File: config.mk
export PLATFORM = sky130hd
export DESIGN_NAME = tcp_port_exact_match_classifier_flat
export DESIGN_NICKNAME = d
export VERILOG_FILES = /design/src/rtl/tpc_pkg.sv /design/src/rtl/tpc_if.sv /design/src/rtl/tpc_cell.sv /design/src/rtl/tcp_port_exact_match_classifier.sv /design/src/flat_wrapper.sv
export SDC_FILE = /design/constraint.sdc
export NUM_CORES = 2
export LEC_CHECK = 0
export BUFFER_PORTS_ARGS = -buffer_cell sky130_fd_sc_hd__buf_4
export CAP_MARGIN = 40
export CORE_UTILIZATION = 40
export CTS_BUF_LIST = sky130_fd_sc_hd__clkbuf_8
export DETAILED_ROUTE_END_ITERATION = 6
export HOLD_SLACK_MARGIN = 0.1
export PLACE_DENSITY = 0.64
export SKIP_CTS_REPAIR_TIMING = 1
export SYNTH_ARGS = -nofsm -noshare
export SYNTH_HDL_FRONTEND = slang
export SYNTH_SLANG_ARGS = --single-unit
File: constraint.sdc
create_clock -name clock -period 381.8 [get_ports clock]
set_input_delay 76.36 -clock clock [delete_from_list [all_inputs] [get_ports clock]]
set_output_delay 76.36 -clock clock [all_outputs]
set_load 0.01 [all_outputs]
File: src/rtl/tpc_pkg.sv
// Shared types and constants of the TCP port classifier.
`default_nettype none
package tpc_pkg;

   localparam int TABLE_ENTRIES = 64;
   localparam int GATE_LIMIT    = 8192;
   localparam int GATE_W        = 14;
   localparam int PORT_W        = 16;
   localparam int REQ_GATE_W    = 16;
   localparam int PROTO_W       = 8;

   localparam logic [PROTO_W-1:0]    TCP_PROTO      = 8'd6;
   localparam logic [REQ_GATE_W:0]   GATE_LIMIT_EXT = (REQ_GATE_W + 1)'(GATE_LIMIT);
   localparam logic [GATE_W-1:0]     DISCARD_GATE   = GATE_W'(GATE_LIMIT);

   typedef enum logic [1:0] {
      REQ_CLASSIFY = 2'd0,
      REQ_ADD      = 2'd1,
      REQ_CLEAR    = 2'd2
   } req_type_type;

   typedef enum logic [1:0] {
      ST_OK       = 2'd0,
      ST_BAD_GATE = 2'd1,
      ST_FULL     = 2'd2
   } status_type;

   // Request token that walks down the row of table cells.
   typedef struct packed {
      logic                vld;
      logic                nop;
      req_type_type        op;
      logic                tcp;
      logic [PORT_W-1:0]   port;
      logic [GATE_W-1:0]   gate;
      logic                done;
      logic                matched;
      status_type          status;
   } token_type;

endpackage
`default_nettype wire

File: src/rtl/tpc_if.sv
// Request and response channel interfaces of the TCP port classifier.
`default_nettype none
interface tpc_req_if;
   logic                               valid;
   logic                               ready;
   logic [1:0]                         req_type;
   logic [tpc_pkg::PROTO_W-1:0]        ip_protocol;
   logic [tpc_pkg::PORT_W-1:0]         dest_port;
   logic [tpc_pkg::REQ_GATE_W-1:0]     entry_gate;

   modport source (output valid, output req_type, output ip_protocol, output dest_port,
                   output entry_gate, input ready);
   modport sink   (input valid, input req_type, input ip_protocol, input dest_port,
                   input entry_gate, output ready);
endinterface

interface tpc_rsp_if;
   logic                         valid;
   logic                         ready;
   logic [tpc_pkg::GATE_W-1:0]   out_gate;
   logic                         matched;
   logic [1:0]                   status;

   modport source (output valid, output out_gate, output matched, output status,
                   input ready);
   modport sink   (input valid, input out_gate, input matched, input status,
                   output ready);
endinterface
`default_nettype wire

File: src/rtl/tpc_cell.sv
// One table entry cell: holds a port key and gate, acts on the passing request.
`default_nettype none
module tpc_cell (
   input  wire logic               clock,
   input  wire logic               reset,
   input  wire logic               advance,
   input  wire tpc_pkg::token_type tok_i,
   output tpc_pkg::token_type      tok_o
);

   logic                          valid_ff, valid_in;
   logic [tpc_pkg::PORT_W-1:0]    key_ff, key_in;
   logic [tpc_pkg::GATE_W-1:0]    gate_ff, gate_in;
   tpc_pkg::token_type            tok_ff, tok_in;
   logic                          hit;

   assign hit = valid_ff && (key_ff == tok_i.port);

   always_comb begin
      valid_in = valid_ff;
      key_in   = key_ff;
      gate_in  = gate_ff;
      tok_in   = tok_i;
      if (tok_i.vld && !tok_i.nop) begin
         case (tok_i.op)
            tpc_pkg::REQ_CLASSIFY: begin
               if (!tok_i.done && tok_i.tcp && hit) begin
                  tok_in.gate    = gate_ff;
                  tok_in.matched = 1'b1;
                  tok_in.done    = 1'b1;
               end
            end
            tpc_pkg::REQ_ADD: begin
               // entries fill from the front, so the first free cell ends the search
               if (!tok_i.done && hit) begin
                  gate_in     = tok_i.gate;
                  tok_in.done = 1'b1;
               end else if (!tok_i.done && !valid_ff) begin
                  valid_in    = 1'b1;
                  key_in      = tok_i.port;
                  gate_in     = tok_i.gate;
                  tok_in.done = 1'b1;
               end
            end
            tpc_pkg::REQ_CLEAR: begin
               valid_in = 1'b0;
            end
            default: begin
               tok_in = tok_i;
            end
         endcase
      end
   end

   always_ff @(posedge clock) begin
      if (reset) begin
         valid_ff   <= 1'b0;
         tok_ff.vld <= 1'b0;
      end else if (advance) begin
         valid_ff <= valid_in;
         tok_ff   <= tok_in;
      end
   end

   always_ff @(posedge clock) begin
      if (advance) begin
         key_ff  <= key_in;
         gate_ff <= gate_in;
      end
   end

   assign tok_o = tok_ff;

endmodule
`default_nettype wire

File: src/rtl/tcp_port_exact_match_classifier.sv
// Top level of the TCP destination-port exact-match classifier.
// The table is a row of 64 cells, one entry each. Every request enters an
// entry register and then moves one cell per cycle down the row while the
// row advances; each cell compares and updates its own entry as the request
// passes, and the last cell hands the request to an output register. A new
// request is taken every cycle unless the row holds. When the output
// register is full and the response side is not ready, the whole row holds
// and req_chan ready drops. Because only a clear empties the table, valid
// entries always form a prefix of the row, so an add that finds neither its
// port nor a free cell before the first free one cannot match later; it
// takes the first free cell, and if none is left the response reports table
// full. Classify requests for non-TCP packets and misses return the default
// gate register.
`default_nettype none
module tcp_port_exact_match_classifier (
   input  wire logic                        clock,
   input  wire logic                        reset,
   tpc_req_if.sink                          req_chan,
   tpc_rsp_if.source                        rsp_chan,
   input  wire logic                        csr_we,
   input  wire logic [tpc_pkg::GATE_W-1:0]  csr_wdata
);

   logic [tpc_pkg::GATE_W-1:0]  fallback_gate_ff;
   logic                        advance;
   tpc_pkg::token_type          entry_in;
   tpc_pkg::token_type          chain [0:tpc_pkg::TABLE_ENTRIES];
   tpc_pkg::token_type          last;
   logic                        rsp_vld_ff;
   logic [tpc_pkg::GATE_W-1:0]  rsp_gate_ff, rsp_gate_in;
   logic                        rsp_match_ff, rsp_match_in;
   tpc_pkg::status_type         rsp_status_ff, rsp_status_in;
   logic                        gate_ok;

   // Default gate register: reset to the drop gate.
   always_ff @(posedge clock) begin
      if (reset) begin
         fallback_gate_ff <= tpc_pkg::DISCARD_GATE;
      end else if (csr_we) begin
         fallback_gate_ff <= csr_wdata;
      end
   end

   // Advance the row unless a finished response is stuck in the output register.
   assign advance        = !rsp_vld_ff || rsp_chan.ready;
   assign req_chan.ready = advance;

   // Accept only gates below the limit or equal to the drop gate.
   assign gate_ok = {1'b0, req_chan.entry_gate} <= tpc_pkg::GATE_LIMIT_EXT;

   // Build the token for the incoming request.
   always_comb begin
      entry_in         = '0;
      entry_in.vld     = req_chan.valid;
      entry_in.tcp     = req_chan.ip_protocol == tpc_pkg::TCP_PROTO;
      entry_in.port    = req_chan.dest_port;
      entry_in.status  = tpc_pkg::ST_OK;
      entry_in.op      = tpc_pkg::REQ_CLASSIFY;
      case (req_chan.req_type)
         tpc_pkg::REQ_CLASSIFY: begin
            entry_in.op   = tpc_pkg::REQ_CLASSIFY;
            entry_in.gate = fallback_gate_ff;
         end
         tpc_pkg::REQ_ADD: begin
            entry_in.op   = tpc_pkg::REQ_ADD;
            entry_in.gate = req_chan.entry_gate[tpc_pkg::GATE_W-1:0];
            if (!gate_ok) begin
               // rejected up front: leave the table untouched
               entry_in.done   = 1'b1;
               entry_in.status = tpc_pkg::ST_BAD_GATE;
            end
         end
         tpc_pkg::REQ_CLEAR: begin
            entry_in.op   = tpc_pkg::REQ_CLEAR;
            entry_in.done = 1'b1;
         end
         default: begin
            // unused code: pass through with all-zero response
            entry_in.nop  = 1'b1;
            entry_in.done = 1'b1;
         end
      endcase
   end

   // Entry register feeding the first cell.
   always_ff @(posedge clock) begin
      if (reset) begin
         chain[0].vld <= 1'b0;
      end else if (advance) begin
         chain[0] <= entry_in;
      end
   end

   // Row of table cells.
   for (genvar i = 0; i < tpc_pkg::TABLE_ENTRIES; i++) begin : g_cell
      tpc_cell u_cell (
         .clock   (clock),
         .reset   (reset),
         .advance (advance),
         .tok_i   (chain[i]),
         .tok_o   (chain[i+1])
      );
   end

   assign last = chain[tpc_pkg::TABLE_ENTRIES];

   // Turn the finished token into the response fields.
   always_comb begin
      rsp_gate_in   = '0;
      rsp_match_in  = 1'b0;
      rsp_status_in = tpc_pkg::ST_OK;
      if (!last.nop) begin
         case (last.op)
            tpc_pkg::REQ_CLASSIFY: begin
               rsp_gate_in  = last.gate;
               rsp_match_in = last.matched;
            end
            tpc_pkg::REQ_ADD: begin
               // no matching and no free cell found: table full
               rsp_status_in = last.done ? last.status : tpc_pkg::ST_FULL;
            end
            default: begin
               rsp_status_in = tpc_pkg::ST_OK;
            end
         endcase
      end
   end

   // Output register: hold the response until it is taken.
   always_ff @(posedge clock) begin
      if (reset) begin
         rsp_vld_ff <= 1'b0;
      end else if (advance) begin
         rsp_vld_ff <= last.vld;
      end
   end

   always_ff @(posedge clock) begin
      if (advance) begin
         rsp_gate_ff   <= rsp_gate_in;
         rsp_match_ff  <= rsp_match_in;
         rsp_status_ff <= rsp_status_in;
      end
   end

   assign rsp_chan.valid    = rsp_vld_ff;
   assign rsp_chan.out_gate = rsp_gate_ff;
   assign rsp_chan.matched  = rsp_match_ff;
   assign rsp_chan.status   = rsp_status_ff;

endmodule
`default_nettype wire

File: src/flat_wrapper.sv
// flat-port wrapper written by rule: the top's interface ports become plain ports
module tcp_port_exact_match_classifier_flat 
  (clock, reset, csr_we, csr_wdata, req_chan_valid, req_chan_req_type, req_chan_ip_protocol, req_chan_dest_port, req_chan_entry_gate, req_chan_ready, rsp_chan_valid, rsp_chan_out_gate, rsp_chan_matched, rsp_chan_status, rsp_chan_ready);
  tpc_req_if req_chan_i ();
  tpc_rsp_if rsp_chan_i ();
  input  wire logic clock;
  input  wire logic reset;
  input  wire logic csr_we;
  input  wire logic [tpc_pkg::GATE_W-1:0] csr_wdata;
  input wire logic [$bits(req_chan_i.valid)-1:0] req_chan_valid;
  input wire logic [$bits(req_chan_i.req_type)-1:0] req_chan_req_type;
  input wire logic [$bits(req_chan_i.ip_protocol)-1:0] req_chan_ip_protocol;
  input wire logic [$bits(req_chan_i.dest_port)-1:0] req_chan_dest_port;
  input wire logic [$bits(req_chan_i.entry_gate)-1:0] req_chan_entry_gate;
  output wire logic [$bits(req_chan_i.ready)-1:0] req_chan_ready;
  output wire logic [$bits(rsp_chan_i.valid)-1:0] rsp_chan_valid;
  output wire logic [$bits(rsp_chan_i.out_gate)-1:0] rsp_chan_out_gate;
  output wire logic [$bits(rsp_chan_i.matched)-1:0] rsp_chan_matched;
  output wire logic [$bits(rsp_chan_i.status)-1:0] rsp_chan_status;
  input wire logic [$bits(rsp_chan_i.ready)-1:0] rsp_chan_ready;
  assign req_chan_i.valid = req_chan_valid;
  assign req_chan_i.req_type = req_chan_req_type;
  assign req_chan_i.ip_protocol = req_chan_ip_protocol;
  assign req_chan_i.dest_port = req_chan_dest_port;
  assign req_chan_i.entry_gate = req_chan_entry_gate;
  assign req_chan_ready = req_chan_i.ready;
  assign rsp_chan_valid = rsp_chan_i.valid;
  assign rsp_chan_out_gate = rsp_chan_i.out_gate;
  assign rsp_chan_matched = rsp_chan_i.matched;
  assign rsp_chan_status = rsp_chan_i.status;
  assign rsp_chan_i.ready = rsp_chan_ready;
  tcp_port_exact_match_classifier u_core (.clock(clock), .reset(reset), .req_chan(req_chan_i), .rsp_chan(rsp_chan_i), .csr_we(csr_we), .csr_wdata(csr_wdata));
endmodule
==> load_flow_metrics.sql <==
INSERT INTO impl_metrics (metric_group, metric, value, unit) VALUES
('critical_path', 'register_to_register_setup_slack', '375180', 'ps'),
('synth', 'ys_async_sr_fraction', '0', ''),
('place', 'place_congestion', '0.786', ''),
('synth', 'synth_enable_flop_cells', '4324', ''),
('sta', 'fmaxAchievable', '6.49', 'MHz'),
('synth', 'syn_avg_cell_area', '19.2', 'sq um'),
('status', 'status', 'complete, but fails checks', ''),
('synth', 'synth_area_leader_cell', 'sky130_fd_sc_hd__edfxtp_1', ''),
('cells_and_area', 'final_nets', '9381', ''),
('synth', 'mappedNetlistNets', '8549', ''),
('cells_and_area', 'drive_above_1_share', '0.212', ''),
('clock_network', 'clockRootBuffer', 'sky130_fd_sc_hd__clkbuf_8', ''),
('synth', 'synth.distinct_cells', '45', ''),
('clock_network', 'cts-buffers-inserted', '680', ''),
('grt', 'overflow', '0', ''),
('place', 'placedCellCount', '14100', ''),
('place', 'dp_hpwl', '168', 'mm'),
('clock_network', 'cts-root-to-sink-buffers', '4', ''),
('flow_run', 'cap_viol_max_count', '0', ''),
('grt', 'antenna_found_initial', '2', ''),
('power', 'pwr-share-clk', '0.379', ''),
('synth', 'synth.top_cells.by_count', 'sky130_fd_sc_hd__edfxtp_1 (4324), sky130_fd_sc_hd__xnor2_1 (961), sky130_fd_sc_hd__mux2_2 (896), sky130_fd_sc_hd__nand4_1 (247), sky130_fd_sc_hd__nor2_1 (212)', ''),
('sta', 'grt_setup_unrepaired', 'false', ''),
('power', 'power_leakage', '59.6', 'nW'),
('cells_and_area', 'layout-area-overhead-vs-synth', '13.2', '%'),
('critical_path', 'cp_cell_sequence', 'buf_4 > nor2b_4 > buf_12 > inv_8 > buf_4', ''),
('critical_path', 'worstSetupStartpointType', 'input port', ''),
('status', 'violations', 'design-rule violations', ''),
('sta', 'worstMarginPinSlew', '1320', 'ps'),
('drt', 'detailedRoute.firstPassIterationCount', '7', ''),
('floorplanning', 'die_y', '641', 'um'),
('critical_path', 'cpMaxStageDelayCell', 'sky130_fd_sc_hd__buf_12', ''),
('synth', 'netlist.area_leader.share', '0.796', ''),
('sta', 'timing_hold_violations_final', '0', ''),
('sta', 'fin_worst_skew', '117', 'ps'),
('critical_path', 'crit_type', 'in -> out', ''),
('drt', 'route.antenna.remaining_nets', '0', ''),
('synth', 'synth_warnings', '0', ''),
('synth', 'synthCells', '8488', ''),
('synth', 'most_used_dff_post_synth', 'sky130_fd_sc_hd__edfxtp_1', ''),
('cells_and_area', 'final_cell_count_no_fill', '15300', ''),
('power', 'pwr_density_cell', '5.12', 'nW/um^2'),
('sta', 'min_clock_period_post_route', '154160', 'ps'),
('cells_and_area', 'finalInstanceArea', '185000', 'sq um'),
('critical_path', 'critical_path.max_fanout', '105', ''),
('drt', 'drcViolationCount', '4', ''),
('sta', 'portion_of_the_clock_cycle_consumed_by_the_worst_path_in_the_final_layout', '0.404', ''),
('power', 'internal-power', '743', 'uW'),
('power', 'net-switching-power', '202', 'uW'),
('synth', 'synth.ff_latch_count', '4468', ''),
('place', 'io_buffer_count', '79', ''),
('drt', 'first_iter_violations', '5049', ''),
('place', 'dpl_cell_area', '172000', 'sq um'),
('sta', 'setup_viol', '0', ''),
('grt', 'first_global_vias', '78600', ''),
('power', 'combPwrFrac', '0.021', ''),
('clock_network', 'cts_tree', 'yes', ''),
('floorplanning', 'dieWidth', '641', 'um'),
('drt', 'avgViaCountPerCell', '4.86', ''),
('clock_network', 'clock_insertion_delay_worst_skew', '1190', 'ps'),
('floorplanning', 'die_area', '410000', 'sq um'),
('drt', 'avgRoutedWirePerCell', '17.5', 'um'),
('clock_network', 'h_tree_levels', '6', ''),
('critical_path', 'most_used_cell_along_the_critical_path', 'sky130_fd_sc_hd__buf_4', ''),
('critical_path', 'slowest_delay', '530', 'ps'),
('power', 'switching_share', '0.214', ''),
('min_path', 'worst_hold_path_type', 'reg -> reg', ''),
('sta', 'setup_total_negative_slack', '0', 'ps'),
('cells_and_area', 'multiInputGateArea', '29700', 'sq um'),
('clock_network', 'clkSinkCount', '4468', ''),
('power', 'peakVddDrop', '3.77', 'uV');
## path summary, 6_finish.rpt
check / start / endpoint / cells past startpoint
min: u_core.g_cell[36].u_cell.tok_o[0] / u_core.g_cell[37].u_cell.tok_o[0] / 0
max reg2reg: u_core.rsp_chan.valid / u_core.g_cell[20].u_cell.tok_o[10] / 13
min reg2reg: u_core.g_cell[36].u_cell.tok_o[0] / u_core.g_cell[37].u_cell.tok_o[0] / 0
max: rsp_chan_ready / req_chan_ready / 5
## stage by stage
step / hold slack, ps / setup slack, ps / utilization
after floorplan: 400 / 200880 / -
after global placement: 401 / 227640 / 0.421
after detailed placement: 405 / 227640 / 0.424
after CTS: 379 / 227640 / 0.454
after global routing: 397 / 227610 / 0.455
final: 366 / 227640 / 0.455
## critical path: cells and delay by family
kind                   cells  cell delay [ps]
buffers and inverters      4             1150
and+or+nand+nor            1              140
## cells in the final DEF (no fill, tap or decap), drive strengths merged, types with 53 or more instances in the layout
cell	netlist	final
edfxtp	4324	4324
nand2	196	196
nand3b	55	55
buf	15	281
inv	98	407
nor4	82	82
nor2b	64	64
nand3	146	146
xor2	59	59
clkbuf	117	718
nor3b	62	62
nor2	212	212
nand2b	93	93
xnor2	961	961
mux2	896	896
or2	53	53
o21ai	123	123
nor3	83	83
nand4	247	247
clkinv	1	164
dfxtp	144	144
a21oi	205	205
## metal layers
metal  GRT usage  up-vias  routed length [um]
met5           0        -                   0
met4      0.0429        0                6700
met3      0.0232      536               10700
met2       0.220     1433              134000
met1       0.164    37700              117000
li1            -    34600                   -
## flip-flops by register name, indices dropped and copies added (netlist names), 2 cells and up
signal / count
u_core.rsp_chan.status: 2
u_core.rsp_chan.out_gate: 14
u_core.g_cell.u_cell.valid_ff: 64
u_core.chain: 37
u_core.fallback_gate_ff: 14
u_core.g_cell.u_cell.gate_ff: 896
u_core.g_cell.u_cell.tok_o: 2415
u_core.g_cell.u_cell.key_ff: 1024
## layout make-up
| cell class | instances | share of cell area |
|---|---|---|
| diodes | 3 | 0.0000407 |
| clock inverters | 490 | 0.0135 |
| well taps | 5428 | 0.0368 |
| flip-flops and latches | 4468 | 0.719 |
| multi-input cells | 3789 | 0.161 |
| inverters | 99 | 0.00205 |
| clock buffers | 717 | 0.0534 |
| repair buffers | 282 | 0.0144 |
## kinds of logic after synthesis
| logic type | synth area share |
|---|---|
| XOR/XNOR | 0.0548 |
| multiplexers | 0.0635 |
| flip-flops | 0.813 |
| AND/OR/NAND/NOR | 0.0477 |
| AO/OA/AOI/OAI | 0.0153 |
| buffers and inverters | 0.00536 |
## power groups by stage
stage          clock network [mW]  logic, mW  registers [mW]
2_1_floorplan                   0     0.0147           0.614
3_3_place_gp                    0     0.0192           0.577
3_5_place_dp                    0     0.0201           0.577
4_1_cts                     0.372     0.0204           0.567
5_1_grt                     0.392     0.0220           0.569
6_report                    0.358     0.0200           0.567
No activity file was read; power rests on OpenSTA's default activity.
